<file path="src/sv/dba_pkg.sv">
`timescale 1ns / 1ps
// ----------------------------------------------------------------------------
// dba_pkg
// Shared constants for the dirty bucket LRU allocator: sizes, field widths
// and operation codes.
// ----------------------------------------------------------------------------
package dba_pkg;

	localparam int BUCKET_CNT = 16;
	localparam int IDX_W      = (BUCKET_CNT > 1) ? $clog2(BUCKET_CNT) : 1;

	localparam int OP_W   = 2;
	localparam int DEV_W  = 4;
	localparam int LEN_W  = 16;
	localparam int BKT_W  = 4;
	localparam int DCNT_W = 5;
	localparam int DCNT_MAX = (1 << DCNT_W) - 1;
	localparam int CNT_W  = ($clog2(BUCKET_CNT + 1) > DCNT_W) ?
		$clog2(BUCKET_CNT + 1) : DCNT_W;

	localparam int S_DATA_W = 32;
	localparam int M_DATA_W = 40;

	localparam logic [OP_W-1:0] OP_ALLOC     = 2'd0;
	localparam logic [OP_W-1:0] OP_FLUSH_OLD = 2'd1;
	localparam logic [OP_W-1:0] OP_FLUSH_NEW = 2'd2;
	localparam logic [OP_W-1:0] OP_COUNT     = 2'd3;

	localparam int PADDR_W = 3;
	localparam logic [PADDR_W-1:0] REG_DEV_ATT = 3'd0;

endpackage

</file>
<file path="src/sv/dirty_bucket_lru_allocator.sv">
`timescale 1ns / 1ps
// ----------------------------------------------------------------------------
// dirty_bucket_lru_allocator
// Recency-ordered buffer bucket bookkeeping with dirty write-back, walked
// one bucket per cycle by a small sequencer.
// ----------------------------------------------------------------------------
// channel   dir  handshake                   beat
// s_axis    in   s_axis_tvalid/tready        one command
// m_axis    out  m_axis_tvalid/tready/tlast  one write-back or one status
// apb       in   psel/penable/pwrite/pready  device_attached register
//
// Steps: an accept, a walk over the recency list (alloc, flush) or over the
// dirty bits (count), an evict when every bucket is dirty and writes are
// enabled, then a fill or a status beat. A flush without write_ready or
// device_attached skips its walk.
// An alloc stops its walk at the first clean bucket from the tail.
// Output stalls hold the walk on a write-back beat and hold fill/status.
// Reset: bucket state is reset at once, recency list to index order, no clearing pass.
// ----------------------------------------------------------------------------
module dirty_bucket_lru_allocator (
	input  logic                             clk,
	input  logic                             arst_n,
	// op[1:0], out_device[5:2], in_device[9:6], byte_count[25:10],
	// write_ready[26], read_ready[27]
	input  logic [dba_pkg::S_DATA_W-1:0]     s_axis_tdata,
	input  logic                             s_axis_tvalid,
	output logic                             s_axis_tready,
	// bucket[3:0], ok[4], wb_bucket[8:5], wb_device[12:9],
	// wb_length[28:13], dirty_count[33:29]
	output logic [dba_pkg::M_DATA_W-1:0]     m_axis_tdata,
	// wb_valid[0]
	output logic                             m_axis_tuser,
	output logic                             m_axis_tlast,
	output logic                             m_axis_tvalid,
	input  logic                             m_axis_tready,
	input  logic                             psel,
	input  logic                             penable,
	input  logic                             pwrite,
	input  logic [dba_pkg::PADDR_W-1:0]      paddr,
	input  logic [31:0]                      pwdata,
	output logic [31:0]                      prdata,
	output logic                             pready
);

	localparam int NB    = dba_pkg::BUCKET_CNT;
	localparam int IDX_W = dba_pkg::IDX_W;
	localparam int CNT_W = dba_pkg::CNT_W;
	localparam int DEV_W = dba_pkg::DEV_W;
	localparam int LEN_W = dba_pkg::LEN_W;
	localparam int BKT_W = dba_pkg::BKT_W;
	localparam int DCNT_W = dba_pkg::DCNT_W;

	localparam logic [2:0] S_IDLE  = 3'd0;
	localparam logic [2:0] S_SCAN  = 3'd1;
	localparam logic [2:0] S_EVICT = 3'd2;
	localparam logic [2:0] S_FILL  = 3'd3;
	localparam logic [2:0] S_FLUSH = 3'd4;
	localparam logic [2:0] S_COUNT = 3'd5;
	localparam logic [2:0] S_DONE  = 3'd6;

	localparam logic [IDX_W-1:0] POS_LAST = IDX_W'(NB - 1);

	// configuration
	logic dev_att_q;
	logic cfg_wr;

	// bucket state
	logic [IDX_W-1:0] rec_q   [NB];
	logic             dirty_q [NB];
	logic [DEV_W-1:0] outc_q  [NB];
	logic [DEV_W-1:0] inc_q   [NB];
	logic [LEN_W-1:0] len_q   [NB];

	// sequencer
	logic [2:0]                  state_q;
	logic [IDX_W-1:0]            pos_q;
	logic [IDX_W-1:0]            idx_q;
	logic [CNT_W-1:0]            cnt_q;
	logic [dba_pkg::OP_W-1:0]    op_q;
	logic [DEV_W-1:0]            od_q;
	logic [DEV_W-1:0]            id_q;
	logic [LEN_W-1:0]            bytes_q;
	logic                        wr_q;
	logic                        rd_q;
	logic                        st_ok_q;
	logic [DCNT_W-1:0]           st_cnt_q;

	// output register
	logic                        m_valid_q;
	logic [dba_pkg::M_DATA_W-1:0] m_data_q;
	logic                        m_user_q;
	logic                        m_last_q;

	// input fields
	logic [dba_pkg::OP_W-1:0] in_op;
	logic [DEV_W-1:0]         in_od;
	logic [DEV_W-1:0]         in_id;
	logic [LEN_W-1:0]         in_bytes;
	logic                     in_wr;
	logic                     in_rd;
	logic                     in_acc;

	// datapath
	logic [IDX_W-1:0] scan_pos;
	logic [IDX_W-1:0] cur_bkt;
	logic [IDX_W-1:0] sel_bkt;
	logic             dirty_rd;
	logic [DEV_W-1:0] outc_rd;
	logic [LEN_W-1:0] len_rd;
	logic             slot_free;
	logic             wb_hit;
	logic             wb_emit;
	logic             fill_ok;
	logic [CNT_W-1:0] cnt_next;
	logic             pos_end;

	logic                 ld;
	logic [BKT_W-1:0]     ld_bucket;
	logic                 ld_ok;
	logic                 ld_wbv;
	logic [BKT_W-1:0]     ld_wbb;
	logic [DEV_W-1:0]     ld_wbd;
	logic [LEN_W-1:0]     ld_wbl;
	logic [DCNT_W-1:0]    ld_cnt;
	logic                 ld_last;

	assign in_op    = s_axis_tdata[1:0];
	assign in_od    = s_axis_tdata[5:2];
	assign in_id    = s_axis_tdata[9:6];
	assign in_bytes = s_axis_tdata[25:10];
	assign in_wr    = s_axis_tdata[26];
	assign in_rd    = s_axis_tdata[27];

	assign s_axis_tready = (state_q == S_IDLE);
	assign in_acc        = s_axis_tvalid && s_axis_tready;

	assign m_axis_tvalid = m_valid_q;
	assign m_axis_tdata  = m_data_q;
	assign m_axis_tuser  = m_user_q;
	assign m_axis_tlast  = m_last_q;
	assign slot_free     = !m_valid_q || m_axis_tready;

	// APB register
	assign pready = 1'b1;
	assign cfg_wr = psel && penable && pwrite && pready;
	assign prdata = (paddr[2] == dba_pkg::REG_DEV_ATT[2]) ? {31'd0, dev_att_q} : 32'd0;

	always_ff @(posedge clk or negedge arst_n) begin
		if (!arst_n) begin
			dev_att_q <= 1'b1;
		end else if (cfg_wr && paddr[2] == dba_pkg::REG_DEV_ATT[2]) begin
			dev_att_q <= pwdata[0];
		end
	end

	// one shared read select for the dirty, out-device and length arrays
	assign pos_end  = (pos_q == POS_LAST);
	assign scan_pos = (op_q == dba_pkg::OP_FLUSH_NEW) ? pos_q : POS_LAST - pos_q;
	assign cur_bkt  = rec_q[scan_pos];

	always_comb begin
		unique case (state_q) inside
			S_EVICT, S_FILL: sel_bkt = idx_q;
			S_COUNT:         sel_bkt = pos_q;
			default:         sel_bkt = cur_bkt;
		endcase
	end

	assign dirty_rd = dirty_q[sel_bkt];
	assign outc_rd  = outc_q[sel_bkt];
	assign len_rd   = len_q[sel_bkt];
	assign wb_hit   = (outc_rd != '0) && dirty_rd;
	assign wb_emit  = wb_hit && (len_rd != '0);
	assign fill_ok  = dev_att_q && rd_q;
	assign cnt_next = cnt_q + CNT_W'(dirty_rd);

	// result beat selection
	always_comb begin
		ld        = 1'b0;
		ld_bucket = '0;
		ld_ok     = 1'b0;
		ld_wbv    = 1'b0;
		ld_wbb    = '0;
		ld_wbd    = '0;
		ld_wbl    = '0;
		ld_cnt    = '0;
		ld_last   = 1'b0;
		unique case (state_q) inside
			S_EVICT, S_FLUSH: begin
				if (wb_emit && slot_free) begin
					ld     = 1'b1;
					ld_ok  = 1'b1;
					ld_wbv = 1'b1;
					ld_wbb = BKT_W'(sel_bkt);
					ld_wbd = outc_rd;
					ld_wbl = len_rd;
				end
			end
			S_FILL: begin
				ld        = slot_free;
				ld_ok     = fill_ok;
				ld_bucket = fill_ok ? BKT_W'(idx_q) : '0;
				ld_last   = 1'b1;
			end
			S_DONE: begin
				ld      = slot_free;
				ld_ok   = st_ok_q;
				ld_cnt  = st_cnt_q;
				ld_last = 1'b1;
			end
			default: ld = 1'b0;
		endcase
	end

	always_ff @(posedge clk or negedge arst_n) begin
		if (!arst_n) begin
			m_valid_q <= 1'b0;
		end else if (ld) begin
			m_valid_q <= 1'b1;
		end else if (m_axis_tready) begin
			m_valid_q <= 1'b0;
		end
	end

	always_ff @(posedge clk) begin
		if (ld) begin
			m_data_q <= {6'd0, ld_cnt, ld_wbl, ld_wbd, ld_wbb, ld_ok, ld_bucket};
			m_user_q <= ld_wbv;
			m_last_q <= ld_last;
		end
	end

	// command capture
	always_ff @(posedge clk) begin
		if (in_acc) begin
			op_q    <= in_op;
			od_q    <= in_od;
			id_q    <= in_id;
			bytes_q <= in_bytes;
			wr_q    <= in_wr;
			rd_q    <= in_rd;
		end
	end

	// sequencer and bucket state
	always_ff @(posedge clk or negedge arst_n) begin
		if (!arst_n) begin
			state_q  <= S_IDLE;
			pos_q    <= '0;
			idx_q    <= '0;
			cnt_q    <= '0;
			st_ok_q  <= 1'b0;
			st_cnt_q <= '0;
			for (int i = 0; i < NB; i++) begin
				rec_q[i]   <= IDX_W'(i);
				dirty_q[i] <= 1'b0;
				outc_q[i]  <= '0;
				inc_q[i]   <= '0;
				len_q[i]   <= '0;
			end
		end else begin
			unique case (state_q)
				S_IDLE: begin
					if (in_acc) begin
						pos_q    <= '0;
						cnt_q    <= '0;
						st_cnt_q <= '0;
						st_ok_q  <= 1'b0;
						unique case (in_op)
							dba_pkg::OP_ALLOC: state_q <= S_SCAN;
							dba_pkg::OP_COUNT: state_q <= S_COUNT;
							default: begin
								state_q <= (dev_att_q && in_wr) ? S_FLUSH : S_DONE;
							end
						endcase
					end
				end
				S_SCAN: begin
					if (!dirty_rd) begin
						idx_q   <= cur_bkt;
						state_q <= S_FILL;
					end else if (pos_end) begin
						if (dev_att_q && wr_q) begin
							idx_q   <= rec_q[NB-1];
							state_q <= S_EVICT;
						end else begin
							state_q <= S_DONE;
						end
					end else begin
						pos_q <= pos_q + IDX_W'(1);
					end
				end
				S_EVICT: begin
					if (!wb_emit || slot_free) begin
						if (wb_hit) begin
							dirty_q[idx_q] <= 1'b0;
						end
						for (int i = NB - 1; i > 0; i--) begin
							rec_q[i] <= rec_q[i-1];
						end
						rec_q[0] <= idx_q;
						state_q  <= S_FILL;
					end
				end
				S_FILL: begin
					if (slot_free) begin
						outc_q[idx_q] <= od_q;
						inc_q[idx_q]  <= id_q;
						if (fill_ok) begin
							dirty_q[idx_q] <= 1'b1;
							len_q[idx_q]   <= bytes_q;
						end
						state_q <= S_IDLE;
					end
				end
				S_FLUSH: begin
					if (!wb_emit || slot_free) begin
						if (wb_hit) begin
							dirty_q[cur_bkt] <= 1'b0;
						end
						if (pos_end) begin
							st_ok_q <= 1'b1;
							state_q <= S_DONE;
						end else begin
							pos_q <= pos_q + IDX_W'(1);
						end
					end
				end
				S_COUNT: begin
					cnt_q <= cnt_next;
					if (pos_end) begin
						st_ok_q  <= 1'b1;
						st_cnt_q <= (cnt_next > CNT_W'(dba_pkg::DCNT_MAX)) ?
							DCNT_W'(dba_pkg::DCNT_MAX) : cnt_next[DCNT_W-1:0];
						state_q  <= S_DONE;
					end else begin
						pos_q <= pos_q + IDX_W'(1);
					end
				end
				S_DONE: begin
					if (slot_free) begin
						state_q <= S_IDLE;
					end
				end
				default: state_q <= S_IDLE;
			endcase
		end
	end

`ifndef SYNTHESIS
	a_busy_after_accept: assert property (@(posedge clk) disable iff (!arst_n)
		in_acc |=> !s_axis_tready)
		else $error("command accepted while sequencer busy");

	a_evict_tail_dirty: assert property (@(posedge clk) disable iff (!arst_n)
		(state_q == S_EVICT) |-> dirty_rd)
		else $error("evicting a clean bucket");

	a_status_ends_cmd: assert property (@(posedge clk) disable iff (!arst_n)
		(ld && ld_last) |=> (state_q == S_IDLE))
		else $error("status beat sent before command ended");

	a_status_no_wb: assert property (@(posedge clk) disable iff (!arst_n)
		(m_axis_tvalid && m_axis_tlast) |-> !m_axis_tuser)
		else $error("status beat flagged as write-back");
`endif

endmodule
</file>
<file path="config.mk">
export PLATFORM = sky130hd
export DESIGN_NAME = dirty_bucket_lru_allocator
export DESIGN_NICKNAME = d
export VERILOG_FILES = /design/src/sv/dba_pkg.sv /design/src/sv/dirty_bucket_lru_allocator.sv
export SDC_FILE = /design/constraint.sdc
export NUM_CORES = 1
export LEC_CHECK = 0
export BUFFER_PORTS_ARGS = -buffer_cell sky130_fd_sc_hd__buf_2
export CAP_MARGIN = 20
export CORE_MARGIN = 4
export CORE_UTILIZATION = 30
export CTS_BUF_LIST = sky130_fd_sc_hd__clkbuf_8
export DETAILED_ROUTE_END_ITERATION = 8
export HOLD_SLACK_MARGIN = 0.08
export SYNTH_ARGS = -nofsm -noshare
export SYNTH_HDL_FRONTEND = slang
export SYNTH_SLANG_ARGS = --single-unit
</file>
<file path="constraint.sdc">
create_clock -name clk -period 16.1 [get_ports clk]
set_clock_uncertainty 0.15 [all_clocks]
set_input_delay 0.805 -clock clk [delete_from_list [all_inputs] [get_ports clk]]
set_output_delay 0.805 -clock clk [all_outputs]
set_load 0.01 [all_outputs]
</file>
==> flow_summary_export.csv, run 1 <==
group,metric,value,unit
route,routed_wl,69.5,mm
critical_path,cp.arrival,9.01,ns
route,num_vias,17300,
logic_synthesis,synth_warnings,0,
die,initial_core_util,30.2,%
place,dp_cells,3068,
logic_synthesis,synth_async_sr_flop_share,87.6,%
sta,finalCriticalPeriod,8.61,ns
clock_network,cts_tree,"built",
critical_path,crit_family,"buffers and inverters",
die,die_w,293,um
die,io_pins,151,
route,drt-wirelength-per-cell,21.6,um
logic_synthesis,ys_ff_latch,484,
die,core,80400,um2
sta,whs,0.140,ns
clock_network,cts.sinks,484,
pwr,vdd_ir_drop_max,0.0964,mV
logic_synthesis,yosysTopAreaCell,"dfrtp_1",
die,die_area,85700,um2
critical_path,cp_slowest_cell,"dfrtp_2",
place,hpwlAfterDp,42.2,mm
logic_synthesis,synth_top_area_share,40.2,%
cells_and_area,layout_commonest_cell,"dfrtp_1",
route,dr.pass1.iters,5,
cells_and_area,fill_cells,8022,
sta,rsz0062_at_grt,"false",
critical_path,slowest_delay,0.93,ns
cells_and_area,drive_above_1_share,32.9,%
cells_and_area,design_area,27300,um2
logic_synthesis,synth_flop_cell,"dfrtp_1",
clock_network,clock-root-buffer,"clkbuf_8",
critical_path,worstSetupStartpointType,"flop",
logic_synthesis,synth_enable_flop_cells,60,
global_routing,antenna_found_initial,3,
global_routing,grt-ovfl-total,0,
logic_synthesis,synth_area_leaders,"dfrtp_1 (40%), mux2_2 (17%), edfxtp_1 (7.4%), dfstp_2 (3.6%), mux2i_1 (3.5%)",
route,drtAntennaViolNets,0,
route,route.detailed.drc,0,
pwr,power_density,163,nW/um2
logic_synthesis,syn_area,24300,um2
sta,tns,0,ns
job,cap_violations,0,
sta,slew_violations,0,
status,outcome,"finished clean",
critical_path,cp.buffers_inverters,5,
sta,relSlewSlack,23.6,%
cells_and_area,area_delta_synth_final,12.1,%
sta,worst_slew_pin_slew,1.14,ns
critical_path,cpMostUsedCell,"buf_4",
global_routing,grt_first_pass_wirelength,106,mm
logic_synthesis,synth_cell_type_count,83,
clock_network,clock_path_buffers,3,
logic_synthesis,synth_area_per_cell,11.9,um2
critical_path,crit_path_cell_trace,"buf_4 > mux2i_1 > mux4_2 > nor3_2 > or3_1 > buf_4 > o21ai_4 > buf_4 > buf_4 > mux2i_1 > o22ai_1 > a211oi_1 > nand4_1 > nor4_2 > nand4_2 > a21oi_4 > buf_4 > mux2_2",
sta,hold_violations,0,
cells_and_area,fin_cells,3223,
route,drtIter0Drc,1161,
cells_and_area,layout_common_cells,"dfrtp_1 (390), mux2_2 (377), nand2_1 (200)",
place,placed_area,25500,um2
clock_network,htree_num_levels,3,
pwr,leakage,12.4,nW
place,portBuffers,71,
place,gp_congestion,0.877,
clock_network,cts.clk_slew.worst_paths,0.06,ns
critical_path,end_kind,"flop",
die,num_rows,104,
critical_path,worstSetupPathType,"flop to flop",
sta,setup_viol_count_final,0,
critical_path,cp.required,16.50,ns
clock_network,insertion_delay,0.70,ns
logic_synthesis,synth-seq-area-share,51.2,%
critical_path,cp_max_fo,64,
sta,period_share,53.5,%
sta,fmax,0.116,GHz
global_routing,grt_pass1_vias,17600,
route,vias_per_cell,5.38,
clock_network,cts_buffers,81,
global_routing,grt_max_degree,157,
cells_and_area,nNetsFinal,2174,
logic_synthesis,syn-instance-count,2051,
die,die_y,293,um
global_routing,gr-usage-all-layers,15.9,%
hold_path,holdCritPathClass,"primary input to flop",
-- cell type report --
cell class	count	area, um2	area share (%)
sequential	484	12500	45.7
clock inverter	53	328	1.20
timing repair buffer	127	843	3.09
inverter	29	109	0.399
clock buffer	96	1320	4.85
tap	1060	1330	4.87
multi-input combinational	1373	10900	39.9
antenna	1	2.50	0.00918
-- sequential cells by signal (all words and copies together) (netlist names), 2 cells and up --
name          cells
len_q           256
outc_q           64
rec_q            64
m_axis_tdata     34
bytes_q          16
dirty_q          16
cnt_q             5
st_cnt_q          5
idx_q             4
od_q              4
pos_q             4
state_q           3
op_q              2
-- stage by stage --
stage | utilization (%) | worst slack [ns] | total power, mW
floorplan | - | 10.06 | 2.70
global placement | 31.7 | 7.62 | 3.33
detailed placement | 31.7 | 7.59 | 3.36
CTS | 33.8 | 7.56 | 4.48
global route | 33.9 | 7.09 | 4.68
finish | 33.9 | 7.49 | 4.45
-- path summary, 6_finish.rpt --
kind,start,end,slack [ns],cells after the start
worst max-delay path,pos_q[1]$_DFFE_PN0P_,rec_q[58]$_DFFE_PN0P_,7.49,18
worst min-delay path,s_axis_tdata[22],bytes_q[12]$_DFFE_PP_,0.14,1
worst max register to register,pos_q[1]$_DFFE_PN0P_,rec_q[58]$_DFFE_PN0P_,7.49,18
worst min register to register,st_ok_q$_DFFE_PN0P_,st_ok_q$_DFFE_PN0P_,0.33,1
max in group asynchronous,arst_n,len_q[131]$_DFFE_PN0P_,13.85,3
min in group asynchronous,arst_n,rec_q[45]$_DFFE_PN0P_,0.60,2
-- Yosys cell counts, types with 17 or more instances --
cell type and number:
nor2b_1 21, buf_6 17, nand2_1 201, mux2i_1 84, dfrtp_1 391, a211oi_1 19, nor3_1 46, a311oi_1 23
o211a_1 18, a221oi_1 22, dfstp_2 33, mux2_2 377, nor2_1 52, and3_1 20, a21oi_1 46, nand3_1 96
buf_2 32, a2111oi_0 19, inv_1 29, o21ai_0 31, a31oi_1 23, edfxtp_1 60, clkbuf_1 96, buf_4 45
-- cells by family after synthesis --
group / after synthesis / share of synthesized area [%]
AO/OA/AOI/OAI: 333 / 10.4
adder cells (fa/ha/maj): 4 / 0.206
XOR/XNOR: 6 / 0.216
AND/OR/NAND/NOR: 508 / 10.1
other: 2 / 0.0309
multiplexers: 484 / 22.8
buffers and inverters: 230 / 5.05
flip-flops: 484 / 51.2
-- worst register-to-register path: stages, from the launching register on --
cell and delay, ns:
dfrtp_2 0.93, buf_4 0.55, mux2i_1 0.26, mux4_2 0.27, nor3_2 0.06, or3_1 0.39
buf_4 0.27, o21ai_4 0.70, buf_4 0.46, buf_4 0.62, mux2i_1 0.34, o22ai_1 0.11
a211oi_1 0.24, nand4_1 0.36, nor4_2 0.58, nand4_2 0.74, a21oi_4 0.34, buf_4 0.65
mux2_2 0.49
-- repair_timing --
action	4_1_cts	5_1_grt
buffers inserted	0	0
setup endpoints to repair	0	0
hold endpoints to repair	80	0
gates resized for setup	0	0
hold buffers	2	0
-- report_power, final --
| group | leakage (nW) | switching, mW | internal (mW) |
|---|---|---|---|
| registers | 6.24 | 0.171 | 1.47 |
| clock network | 0.961 | 0.516 | 0.581 |
| logic | 5.15 | 1.17 | 0.539 |
| total | 12.4 | 1.86 | 2.59 |
-- per-layer routing --
metal	track usage, %	routed length (um)	vias to the layer above	share of wire [%]
met1	20.1	29100	8874	42
met4	7.22	2590	2	3.7
met5	0	7	-	0.010
met3	3.13	4790	156	6.9
li1	-	-	7608	-
met2	26.2	33000	684	48
(Power assumes the default switching activity.)
==> inputs of run 2 (changes only) <==
ABC_AREA = 1   (was unset)
clock period = 8.4 ns   (was 16.1 ns; I/O delays follow)
==> flow_summary_export.csv, run 2 <==
group,metric,value,unit
status,outcome,"finished clean",
logic_synthesis,yosysTopAreaCell,"dfrtp_1",
route,vias_per_cell,4.71,
pwr,p_comb_share,48.0,%
critical_path,worstSetupPathType,"flop to flop",
sta,whs,0.186,ns
critical_path,cp.required,8.56,ns
logic_synthesis,synth_async_sr_flop_share,87.6,%
cells_and_area,top_register,"len_q",
sta,finalCriticalPeriod,6.47,ns
route,num_vias,20000,
critical_path,end_kind,"flop",
sta,tns,0,ns
sta,setup_viol_count_final,0,
global_routing,antenna_found_initial,2,
route,drtIter0Drc,1751,
clock_network,cts.sinks,484,
die,die_w,291,um
die,initial_core_util,30.3,%
global_routing,grt_pass1_vias,18900,
sta,relSlewSlack,28.6,%
pwr,clkPwrFrac,20.4,%
place,gp_congestion,0.819,
logic_synthesis,synth_area_leaders,"dfrtp_1 (41%), nand2_1 (15%), nand3_1 (9.2%), edfxtp_1 (7.5%), o21ai_0 (7.5%)",
place,hpwlAfterDp,39.9,mm
pwr,leakage,12.5,nW
sta,hold_violations,0,
die,num_rows,103,
route,drtAntennaViolNets,0,
cells_and_area,layout_commonest_cell,"nand2_1",
cells_and_area,nNetsFinal,3207,
hold_path,holdCritPathClass,"primary input to flop",
clock_network,cts.clk_slew.worst_paths,0.06,ns
critical_path,worstSetupStartpointType,"flop",
pwr,p_int,5.67,mW
clock_network,insertion_delay,0.69,ns
job,cap_violations,0,
sta,fmax,0.154,GHz
clock_network,htree_num_levels,3,
logic_synthesis,synth_cell_type_count,40,
sta,slew_violations,0,
clock_network,cts_tree,"built",
global_routing,grt_max_degree,175,
sta,worst_slew_pin_slew,1.07,ns
critical_path,reg2reg_slack,1.93,ns
pwr,power_density,397,nW/um2
die,die_y,291,um
place,portBuffers,71,
cells_and_area,reg_top3,"len_q x256, outc_q x64, rec_q x64",
clock_network,clock-root-buffer,"clkbuf_8",
global_routing,grt-ovfl-total,0,
pwr,power.switching,5.05,mW
global_routing,grt_first_pass_wirelength,109,mm
logic_synthesis,synth-seq-area-share,52.0,%
clock_network,cts_resized,0,
logic_synthesis,synth_flop_cell,"dfrtp_1",
clock_network,cts_buffers,85,
pwr,switching_share,47.1,%
logic_synthesis,yosysMostFrequentCell,"nand2_1",
cells_and_area,drive_above_1_share,9.66,%
cells_and_area,area_delta_synth_final,12.6,%
logic_synthesis,synth_enable_flop_cells,60,
die,core,79100,um2
route,drt-wirelength-per-cell,16.1,um
logic_synthesis,synth_top_area_share,40.8,%
place,dp_cells,4064,
critical_path,cp_max_fo,44,
sta,period_share,77.1,%
pwr,vdd_ir_drop_max,0.258,mV
route,dr.pass1.iters,5,
cells_and_area,largest_reg_flops,256,
route,routed_wl,68.4,mm
logic_synthesis,ys_ff_latch,484,
die,io_pins,151,
global_routing,gr-usage-all-layers,16.0,%
logic_synthesis,synth_warnings,0,
logic_synthesis,synth_area_per_cell,7.79,um2
cells_and_area,fin_cells,4249,
sta,rsz0062_at_grt,"false",
route,route.detailed.drc,0,
die,die_area,84500,um2
cells_and_area,fill_cells,8392,
pwr,seqPwrFrac,31.6,%
clock_network,post_cts_buffers,0,
logic_synthesis,syn-instance-count,3076,
critical_path,cp.arrival,6.63,ns
logic_synthesis,synth_common_cells,"nand2_1 (989), nand3_1 (440), dfrtp_1 (391)",
cells_and_area,layout_common_cells,"nand2_1 (989), nand3_1 (440), inv_1 (406)",
logic_synthesis,syn_area,24000,um2
clock_network,clock_path_buffers,3,
-- run 2: power groups by stage --
stage               clock (mW)  combinational, mW  sequential [mW]
finish                    2.18               5.15             3.39
CTS                       2.24               5.15             3.39
global placement             0               5.09             3.41
global route              2.35               5.77             3.47
floorplan                    0               3.67             3.41
detailed placement           0               5.12             3.42
-- run 2: layout make-up --
cell class / count / area (um2) / area share [%]
Inverter: 387 / 1450 / 5.38
Sequential cell: 484 / 12500 / 46.1
Multi-Input combinational cell: 2033 / 9080 / 33.6
Clock inverter: 51 / 268 / 0.992
Tap cell: 1050 / 1310 / 4.87
Clock buffer: 105 / 1450 / 5.35
Timing Repair Buffer: 138 / 976 / 3.62
Antenna cell: 1 / 2.50 / 0.00927
-- run 2: critical path: stages, from the launching register on --
cell	delay, ns
dfrtp_1	0.49
nand3_2	0.27
nand2_4	0.44
nand2_1	0.11
nand3_1	0.09
nand3_1	0.08
nand3_1	0.12
nand2_1	0.21
nand2_1	0.18
nand2_4	0.22
inv_2	0.67
buf_4	0.54
nand3_1	0.15
nand3_1	0.09
nand3_1	0.12
nand2_1	0.11
nor2_1	0.06
nand2_1	0.09
nor2_1	0.07
nand2_2	0.17
nand4_2	0.62
o21ai_4	0.47
buf_4	0.52
-- run 2: final timing paths --
check | to | startpoint | cells past startpoint
max in group asynchronous | rec_q[36]$_DFFE_PN0P_ | arst_n | 3
worst min-delay path | m_axis_tvalid$_DFFE_PN0P_ | m_axis_tready | 4
min in group asynchronous | len_q[216]$_DFFE_PN0P_ | arst_n | 2
worst min register to register | rec_q[46]$_DFFE_PN1P_ | rec_q[46]$_DFFE_PN1P_ | 2
worst max-delay path | m_axis_tdata[23]$_SDFFCE_PN0P_ | pos_q[0]$_DFFE_PN0P_ | 22
worst max register to register | m_axis_tdata[23]$_SDFFCE_PN0P_ | pos_q[0]$_DFFE_PN0P_ | 22
-- run 2: logic make-up after synthesis --
group,after synthesis,synth area share (%)
AOI/OAI and AO/OA,447,9.81
xor gates and xnor gates,2,0.104
adders and majority gates,4,0.209
buffers and inverters,595,10.8
DFF,484,52.0
other,2,0.0313
and+or+nand+nor,1542,27.0
-- run 2: repair_timing --
item                                   CTS  global route
setup endpoints to repair                0             0
endpoints found under the hold margin  148             0
hold buffers                            28             0
-- run 2: metrics by stage --
step / utilization, % / setup slack [ns] / instance area (um2) / total power, mW
CTS: 34.1 / 1.89 / 27000 / 10.8
floorplan: - / 3.61 / 24100 / 7.08
detailed placement: 31.6 / 1.90 / 25000 / 8.54
global placement: 31.6 / 1.96 / 25000 / 8.50
global route: 34.1 / 1.44 / 27000 / 11.6
finish: 34.1 / 1.93 / 27000 / 10.7
-- run 2: routing by layer --
metal | global-route usage [%] | vias to the layer above | wire length [um]
li1 | - | 9829 | -
met1 | 22.6 | 9466 | 32000
met2 | 24.6 | 597 | 29900
met3 | 2.66 | 124 | 4310
met4 | 6.30 | 0 | 2230
met5 | 0 | - | 0
